### src/hw/rtl/mdpu_pkg.sv
package mdpu_pkg;

    localparam logic [31:0] QNAN = 32'h7FC0_0000;
    localparam logic [7:0] EXP_MAX = 8'hFF;

    typedef enum logic
    {
        REG_WEIGHT_FORMAT = 1'b0,
        REG_BIAS_ENABLE = 1'b1
    } reg_index_t;

    typedef struct packed
    {
        logic valid;
        logic last;
    } stage_ctl_t;

    function automatic logic [31:0] half_to_single(input logic [15:0] h);
        logic [4:0] ex;
        logic [9:0] fr;
        logic [10:0] fs;
        logic [3:0] k;
        ex = h[14:10];
        fr = h[9:0];
        k = 4'd0;
        for (int i = 0; i < 10; i++)
        begin
            if (fr[i])
            begin
                k = 4'(10 - i);
            end
        end
        fs = {1'b0, fr} << k;
        if (ex == 5'h1F)
        begin
            return {h[15], EXP_MAX, fr, 13'h0};
        end
        else if (ex != 5'h0)
        begin
            return {h[15], 8'({3'b0, ex} + 8'd112), fr, 13'h0};
        end
        else if (fr == 10'h0)
        begin
            return {h[15], 31'h0};
        end
        else
        begin
            return {h[15], 8'(8'd113 - {4'b0, k}), fs[9:0], 13'h0};
        end
    endfunction

    function automatic logic [5:0] lzc48(input logic [47:0] v);
        logic [5:0] n;
        n = 6'd0;
        for (int i = 0; i < 48; i++)
        begin
            if (v[i])
            begin
                n = 6'(47 - i);
            end
        end
        return n;
    endfunction

    function automatic logic [5:0] lzc51(input logic [50:0] v);
        logic [5:0] n;
        n = 6'd0;
        for (int i = 0; i < 51; i++)
        begin
            if (v[i])
            begin
                n = 6'(50 - i);
            end
        end
        return n;
    endfunction

    // The significand has its leading one at bit 47; be is the biased exponent.
    function automatic logic [31:0] round_pack(input logic sgn, input logic signed [11:0] be,
                                               input logic [47:0] sig);
        logic [47:0] s;
        logic st;
        logic [11:0] sh;
        logic [7:0] ef;
        logic rup;
        logic [30:0] r;
        s = sig;
        st = 1'b0;
        ef = be[7:0];
        sh = 12'd0;
        if (be >= 12'sd255)
        begin
            return {sgn, EXP_MAX, 23'h0};
        end
        if (be <= 12'sd0)
        begin
            sh = 12'(12'sd1 - be);
            if (sh > 12'd48)
            begin
                sh = 12'd48;
            end
            for (int i = 0; i < 48; i++)
            begin
                if (12'(i) < sh)
                begin
                    st = st | sig[i];
                end
            end
            s = sig >> sh;
            ef = 8'h0;
        end
        st = st | (|s[22:0]);
        rup = s[23] & (st | s[24]);
        r = {ef, s[46:24]} + {30'h0, rup};
        return {sgn, r};
    endfunction

    function automatic logic [31:0] fp_mul(input logic [31:0] a, input logic [31:0] b);
        logic na, nb, ia, ib, za, zb, s;
        logic [23:0] ma, mb;
        logic [7:0] xa, xb;
        logic [47:0] p;
        logic [5:0] lz;
        logic signed [11:0] be;
        na = (a[30:23] == EXP_MAX) && (a[22:0] != 23'h0);
        nb = (b[30:23] == EXP_MAX) && (b[22:0] != 23'h0);
        ia = (a[30:23] == EXP_MAX) && (a[22:0] == 23'h0);
        ib = (b[30:23] == EXP_MAX) && (b[22:0] == 23'h0);
        za = a[30:0] == 31'h0;
        zb = b[30:0] == 31'h0;
        s = a[31] ^ b[31];
        ma = {a[30:23] != 8'h0, a[22:0]};
        mb = {b[30:23] != 8'h0, b[22:0]};
        xa = (a[30:23] == 8'h0) ? 8'h1 : a[30:23];
        xb = (b[30:23] == 8'h0) ? 8'h1 : b[30:23];
        p = ma * mb;
        lz = lzc48(p);
        be = $signed({4'b0, xa}) + $signed({4'b0, xb}) - 12'sd126 - $signed({6'b0, lz});
        if (na || nb || (ia && zb) || (za && ib))
        begin
            return QNAN;
        end
        else if (ia || ib)
        begin
            return {s, EXP_MAX, 23'h0};
        end
        else if (za || zb)
        begin
            return {s, 31'h0};
        end
        else
        begin
            return round_pack(s, be, p << lz);
        end
    endfunction

    function automatic logic [31:0] fp_add(input logic [31:0] a, input logic [31:0] b);
        logic [31:0] x, y;
        logic nx, ny, ix, iy;
        logic [23:0] mx, my;
        logic [7:0] ex, ey, d;
        logic [49:0] bx, by0, by;
        logic st;
        logic [50:0] sum, sn;
        logic [5:0] lz;
        logic signed [11:0] be;
        nx = (a[30:23] == EXP_MAX) && (a[22:0] != 23'h0);
        ny = (b[30:23] == EXP_MAX) && (b[22:0] != 23'h0);
        ix = (a[30:23] == EXP_MAX) && (a[22:0] == 23'h0);
        iy = (b[30:23] == EXP_MAX) && (b[22:0] == 23'h0);
        if (a[30:0] < b[30:0])
        begin
            x = b;
            y = a;
        end
        else
        begin
            x = a;
            y = b;
        end
        mx = {x[30:23] != 8'h0, x[22:0]};
        my = {y[30:23] != 8'h0, y[22:0]};
        ex = (x[30:23] == 8'h0) ? 8'h1 : x[30:23];
        ey = (y[30:23] == 8'h0) ? 8'h1 : y[30:23];
        d = ex - ey;
        bx = {mx, 26'h0};
        by0 = {my, 26'h0};
        by = by0 >> d;
        st = |(by0 & ~({50{1'b1}} << d));
        by[0] = by[0] | st;
        if (x[31] == y[31])
        begin
            sum = {1'b0, bx} + {1'b0, by};
        end
        else
        begin
            sum = {1'b0, bx} - {1'b0, by};
        end
        lz = lzc51(sum);
        sn = sum << lz;
        be = $signed({4'b0, ex}) + 12'sd1 - $signed({6'b0, lz});
        if (nx || ny || (ix && iy && (a[31] != b[31])))
        begin
            return QNAN;
        end
        else if (ix)
        begin
            return a;
        end
        else if (iy)
        begin
            return b;
        end
        else if (sum == 51'h0)
        begin
            return {a[31] & b[31], 31'h0};
        end
        else
        begin
            return round_pack(x[31], be, {sn[50:4], |sn[3:0]});
        end
    endfunction

endpackage

### src/hw/rtl/mdpu_mul.sv
module mdpu_mul
    import mdpu_pkg::*;
(
    input  logic        clk,
    input  logic        rst_n,
    input  logic        adv,
    input  stage_ctl_t  ctl_in,
    input  logic [31:0] act,
    input  logic [31:0] wgt,
    input  logic [31:0] bias_in,
    output stage_ctl_t  ctl_out,
    output logic [31:0] prod,
    output logic [31:0] bias_out
);

    stage_ctl_t ctl_reg;
    logic [31:0] prod_reg;
    logic [31:0] bias_reg;
    logic [31:0] prod_next;

    assign prod_next = fp_mul(act, wgt);

    always_ff @(posedge clk or negedge rst_n)
    begin
        if (!rst_n)
        begin
            ctl_reg <= '0;
        end
        else if (adv)
        begin
            ctl_reg <= ctl_in;
        end
    end

    always_ff @(posedge clk)
    begin
        if (adv)
        begin
            prod_reg <= prod_next;
            bias_reg <= bias_in;
        end
    end

    assign ctl_out = ctl_reg;
    assign prod = prod_reg;
    assign bias_out = bias_reg;

endmodule

### src/hw/rtl/mdpu_acc.sv
module mdpu_acc
    import mdpu_pkg::*;
(
    input  logic        clk,
    input  logic        rst_n,
    input  logic        adv,
    input  stage_ctl_t  ctl_in,
    input  logic [31:0] prod,
    input  logic [31:0] bias_in,
    output logic        fin_valid,
    output logic [31:0] fin_sum,
    output logic [31:0] bias_out
);

    logic [31:0] sum_reg;
    logic [31:0] sum_next;
    logic        fin_valid_reg;
    logic [31:0] fin_sum_reg;
    logic [31:0] bias_reg;

    assign sum_next = fp_add(sum_reg, prod);

    always_ff @(posedge clk or negedge rst_n)
    begin
        if (!rst_n)
        begin
            sum_reg <= 32'h0;
            fin_valid_reg <= 1'b0;
        end
        else if (adv)
        begin
            fin_valid_reg <= ctl_in.valid & ctl_in.last;
            if (ctl_in.valid)
            begin
                sum_reg <= ctl_in.last ? 32'h0 : sum_next;
            end
        end
    end

    always_ff @(posedge clk)
    begin
        if (adv)
        begin
            fin_sum_reg <= sum_next;
            bias_reg <= bias_in;
        end
    end

    assign fin_valid = fin_valid_reg;
    assign fin_sum = fin_sum_reg;
    assign bias_out = bias_reg;

endmodule

### src/hw/rtl/mdpu_fin.sv
module mdpu_fin
    import mdpu_pkg::*;
(
    input  logic        clk,
    input  logic        rst_n,
    input  logic        adv,
    input  logic        bias_enable,
    input  logic        fin_valid,
    input  logic [31:0] fin_sum,
    input  logic [31:0] bias_in,
    output logic        res_valid,
    output logic [31:0] res
);

    logic        valid_reg;
    logic [31:0] res_reg;
    logic [31:0] res_next;

    assign res_next = fp_add(bias_enable ? bias_in : 32'h0, fin_sum);

    always_ff @(posedge clk or negedge rst_n)
    begin
        if (!rst_n)
        begin
            valid_reg <= 1'b0;
        end
        else if (adv)
        begin
            valid_reg <= fin_valid;
        end
    end

    always_ff @(posedge clk)
    begin
        if (adv && fin_valid)
        begin
            res_reg <= res_next;
        end
    end

    assign res_valid = valid_reg;
    assign res = res_reg;

endmodule

### src/hw/rtl/mixed_precision_dot_product_unit.sv
// A row result goes through the input, multiply, accumulate and final registers.
// One input transaction per cycle while not stalled; the accumulate adder sets the rate.
// The whole pipeline holds while a result waits under out_stall.
// Reset (rst_n low, asynchronous) clears the sum to +0, both registers to 0
// and all valid flags.
module mixed_precision_dot_product_unit
    import mdpu_pkg::*;
(
    input  logic        clk,
    input  logic        rst_n,
    input  logic        in_valid,
    output logic        in_stall,
    input  logic [31:0] activation,
    input  logic [31:0] weight_bits,
    input  logic [31:0] bias_value,
    input  logic        last,
    output logic        out_valid,
    input  logic        out_stall,
    output logic [31:0] dot_result,
    input  logic        cfg_valid,
    output logic        cfg_ready,
    input  logic        cfg_index,
    input  logic        cfg_data
);

    logic        adv;
    logic        weight_format_reg;
    logic        bias_enable_reg;
    stage_ctl_t  in_ctl_reg;
    logic [31:0] act_reg;
    logic [31:0] wgt_reg;
    logic [31:0] bias_reg;
    stage_ctl_t  in_ctl_next;
    logic [31:0] wgt_next;
    stage_ctl_t  mul_ctl;
    logic [31:0] mul_prod;
    logic [31:0] mul_bias;
    logic        fin_valid;
    logic [31:0] fin_sum;
    logic [31:0] fin_bias;

    assign adv = !(out_valid && out_stall);
    assign in_stall = !adv;
    assign cfg_ready = 1'b1;

    assign in_ctl_next = '{valid: in_valid, last: last};
    assign wgt_next = weight_format_reg ? half_to_single(weight_bits[15:0]) : weight_bits;

    always_ff @(posedge clk or negedge rst_n)
    begin
        if (!rst_n)
        begin
            weight_format_reg <= 1'b0;
            bias_enable_reg <= 1'b0;
        end
        else if (cfg_valid)
        begin
            unique case (reg_index_t'(cfg_index))
                REG_WEIGHT_FORMAT: weight_format_reg <= cfg_data;
                REG_BIAS_ENABLE:   bias_enable_reg <= cfg_data;
                default:           ;
            endcase
        end
    end

    always_ff @(posedge clk or negedge rst_n)
    begin
        if (!rst_n)
        begin
            in_ctl_reg <= '0;
        end
        else if (adv)
        begin
            in_ctl_reg <= in_ctl_next;
        end
    end

    always_ff @(posedge clk)
    begin
        if (adv)
        begin
            act_reg <= activation;
            wgt_reg <= wgt_next;
            bias_reg <= bias_value;
        end
    end

    mdpu_mul u_mul
    (
        .clk      (clk),
        .rst_n    (rst_n),
        .adv      (adv),
        .ctl_in   (in_ctl_reg),
        .act      (act_reg),
        .wgt      (wgt_reg),
        .bias_in  (bias_reg),
        .ctl_out  (mul_ctl),
        .prod     (mul_prod),
        .bias_out (mul_bias)
    );

    mdpu_acc u_acc
    (
        .clk       (clk),
        .rst_n     (rst_n),
        .adv       (adv),
        .ctl_in    (mul_ctl),
        .prod      (mul_prod),
        .bias_in   (mul_bias),
        .fin_valid (fin_valid),
        .fin_sum   (fin_sum),
        .bias_out  (fin_bias)
    );

    mdpu_fin u_fin
    (
        .clk         (clk),
        .rst_n       (rst_n),
        .adv         (adv),
        .bias_enable (bias_enable_reg),
        .fin_valid   (fin_valid),
        .fin_sum     (fin_sum),
        .bias_in     (fin_bias),
        .res_valid   (out_valid),
        .res         (dot_result)
    );

endmodule

### config.mk
export PLATFORM = sky130hd
export DESIGN_NAME = mixed_precision_dot_product_unit
export DESIGN_NICKNAME = d
export VERILOG_FILES = /design/src/hw/rtl/mdpu_pkg.sv /design/src/hw/rtl/mdpu_mul.sv /design/src/hw/rtl/mdpu_acc.sv /design/src/hw/rtl/mdpu_fin.sv /design/src/hw/rtl/mixed_precision_dot_product_unit.sv
export SDC_FILE = /design/constraint.sdc
export NUM_CORES = 2
export LEC_CHECK = 0
export BUFFER_PORTS_ARGS = -buffer_cell sky130_fd_sc_hd__buf_2
export CAP_MARGIN = 40
export CORE_MARGIN = 2
export CORE_UTILIZATION = 24
export DETAILED_ROUTE_END_ITERATION = 10
export PLACE_DENSITY = 0.5
export SLEW_MARGIN = 20
export SYNTH_ARGS = -nofsm -noshare
export SYNTH_HDL_FRONTEND = slang
export SYNTH_HIERARCHICAL = 1
export SYNTH_SLANG_ARGS = --single-unit
export TNS_END_PERCENT = 20
### constraint.sdc
create_clock -name clk -period 23.9 [get_ports clk]
set_clock_uncertainty 0.15 [all_clocks]
set_input_delay 1.195 -clock clk [delete_from_list [all_inputs] [get_ports clk]]
set_output_delay 1.195 -clock clk [all_outputs]
set_load 0.005 [all_outputs]
==> results.cfg <==
[setup_path]
crit_end = u_fin/res[22]
cp_data_arrival_time_ns = 22.52
endpoint_kind = register
reg2reg_depth = 82
timing.rr.start = bias_enable_reg
crit_slowest_cell = fa_4
path_class = reg2reg
critPathMostFrequentCell = nand2_1
critPathLaunch = bias_enable_reg
timing.rr.end = u_fin/res[22]
cp_slowest_stage_delay_ns = 1.16
start_kind = register
worstPathMaxFanout = 54
r2r_slack_ns = 1.60
worstPathRequired_ns = 24.11

[logic_synthesis]
synthFlopType = edfxtp_1
postSynth.asyncResetShare_pct = 13.5
ys_ff_latch = 296
seq_area_frac_synth_pct = 9.89
synth_edf_count = 256
syn_area_per_cell_um2 = 7.21
syn_area_um2 = 87900
ys_warn_count = 6
synth_nets = 13200
ys_types = 155
syn_inst = 12200

[timing]
setup_viol = 0
tns_ns = 0
maxSlewHeadroom_pct = 26.2
timing.hold.ws_ns = 0.263
maxSlewViolCount = 0
rsz0062_at_grt = false
worst_pin_slew_ns = 1.11
fin_crit_ns = 22.30
final_hold_viol_count = 0
fmax_ghz = 0.0448
min_period_over_period_pct = 93.3

[floorplan]
rows = 222
dieWidth_um = 609
start_util_pct = 24.1
fp.coreArea_um2 = 365000
die_area_um2 = 371000
die_h_um = 609
top_level_ports = 139

[detailed_routing]
ant_nets = 0
via_count = 104000
remaining_drc_errors = 0
drt_wl_total_um = 480000
post_drt_wl_per_cell_um = 28.5
drtIter0Drc = 13700
vias_per_cell = 6.15
drt_pass1_iterations = 9

[clock_network]
ctsLongestPathBuffers = 3
cts.clk_slew.worst_paths_ns = 0.06
cts-root-buf = clkbuf_16
worstSkewPairLatency_ns = 0.66
hold_buffers = 0
post_cts_resized = 0
ctsHtreeMaxLevel = 2
cts.sinks = 296
numCtsBuffers = 37
postCtsSetupBuffers = 0
cts_tree = yes

[finish]
fillerInstances = 40900
seqCellArea_um2 = 8690
finalInstanceArea_um2 = 96200
layout_commonest_cell = nand2_1
nNetsFinal = 13000
multi_input_area_um2 = 73000
layout_common_cells = nand2_1 (1471), nor2_1 (1022), inv_1 (806)
final_layout_size_suffix_gt1_share_pct = 9.58
syn_to_final_growth_pct = 9.50
final_cells = 16900

[global_routing]
grt_pass1_vias = 98500
grt_overflow = 0
grt_max_degree = 72
antenna_found_initial = 23
grt_pass1_wl_um = 698000
grt_usage_pct = 24.7

[run]
max_cap_violations = 0

[outcome]
status = complete, no violations

[placement]
place_inst = 16800
port_buffers = 137
dpl-instance-area_um2 = 94700
dp_hpwl_um = 374000
gp_congestion = 1.04

[min_path]
worstHoldPathType = reg2reg
==> logic make-up (layout without fill, tap and decap cells) <==
kind of cell	count (synthesis)	in the layout	synth area share (%)
XOR/XNOR	259	259	2.62
AND/OR/NAND/NOR	4690	4690	26.0
multiplexers	332	332	4.21
adder cells (fa/ha/maj)	889	889	16.8
other	1	9	0.00427
buffers and inverters	1644	1496	7.50
AO/OA/AOI/OAI	4078	4078	33.0
flip-flops	296	296	9.89
==> how the worst min path moves through the flow <==
stage	depth (start not counted)	slack, ns	start	to
CTS	0	0.26	bias_reg[8]	u_mul/bias_out[8]
finish	0	0.26	bias_reg[8]	u_mul/bias_out[8]
floorplan	0	0.25	u_mul/bias_out[0]	u_acc/bias_out[0]
detailed placement	0	0.25	u_mul/bias_out[31]	u_acc/bias_out[31]
global route	0	0.26	bias_reg[8]	u_mul/bias_out[8]
global placement	0	0.25	bias_reg[1]	u_mul/bias_out[1]
==> stage by stage <==
| step | util, % | setup WS [ns] |
|---|---|---|
| 6_report | 26.4 | 1.60 |
| 5_1_grt | 26.4 | 0.239 |
| 4_1_cts | 26.3 | 2.22 |
| 3_5_place_dp | 26.0 | 2.28 |
| 3_3_place_gp | 25.8 | 2.47 |
| 2_1_floorplan | - | 4.41 |
==> critical path, delay by kind of cell, from the launching register on <==
| family | cells | cell delay, ns |
|---|---|---|
| AO/OA/AOI/OAI | 28 | 7.22 |
| multiplexers | 2 | 0.94 |
| flip-flops | 1 | 0.76 |
| XOR/XNOR | 2 | 0.56 |
| adder cells (fa/ha/maj) | 9 | 3.01 |
| buffers and inverters | 11 | 2.54 |
| AND/OR/NAND/NOR | 30 | 6.73 |
==> metal layers <==
metal	wire length [µm]	global-route usage (%)	up-vias
met4	32200	13.7	18
met3	43700	4.37	1423
met2	210000	38.8	6249
li1	-	-	45300
met5	146	0	-
met1	194000	32.0	50800
==> Yosys cell counts, types with 50 or more instances <==
| library cell | instances | area share, % |
|---|---|---|
| xor2_1 | 88 | 0.88 |
| a22o_1 | 58 | 0.58 |
| o22ai_1 | 220 | 1.6 |
| nor3_1 | 425 | 2.4 |
| clkbuf_1 | 548 | 2.3 |
| nand2_1 | 1477 | 6.3 |
| nand4_1 | 176 | 1.3 |
| xnor2_1 | 166 | 1.7 |
| nand2b_1 | 81 | 0.58 |
| nor2_1 | 1024 | 4.4 |
| a211oi_1 | 238 | 2.0 |
| and2_1 | 318 | 2.3 |
| fa_1 | 490 | 11 |
| a31oi_1 | 183 | 1.3 |
| nor2b_1 | 58 | 0.41 |
| a21o_1 | 126 | 1.1 |
| ha_1 | 398 | 5.7 |
| o211a_1 | 50 | 0.57 |
| a211o_1 | 75 | 0.75 |
| a21oi_1 | 732 | 4.2 |
| o2111ai_1 | 52 | 0.52 |
| edfxtp_1 | 256 | 8.7 |
| o31ai_1 | 118 | 1.0 |
| a2111oi_0 | 53 | 0.53 |
| mux2_2 | 86 | 1.1 |
| o32ai_1 | 56 | 0.56 |
| a22oi_1 | 123 | 1.1 |
| buf_1 | 73 | 0.31 |
| o221ai_1 | 82 | 0.82 |
| or2_2 | 61 | 0.43 |
| a221oi_1 | 87 | 0.87 |
| buf_2 | 150 | 0.85 |
| a32oi_1 | 73 | 0.73 |
| o21ai_0 | 628 | 3.6 |
| o21ai_1 | 86 | 0.49 |
| or4_1 | 60 | 0.51 |
| nand3_1 | 398 | 2.3 |
| o21a_1 | 86 | 0.73 |
| or3_1 | 126 | 0.90 |
| nor4_1 | 157 | 1.1 |
| mux2i_1 | 220 | 2.5 |
| o211ai_1 | 243 | 2.1 |
| inv_1 | 807 | 3.4 |
| and3_1 | 109 | 0.78 |
==> cell type report <==
class,count,area share (%)
antenna,8,0.0208
clock buffer,46,1.03
clock inverter,20,0.263
inverter,826,3.23
multi-input combinational,10200,75.8
sequential,296,9.03
tap,4816,6.26
timing repair buffer,604,4.33
Power is not shown: default switching activity piles up to over one toggle a cycle in this logic, so the estimate is an artifact.
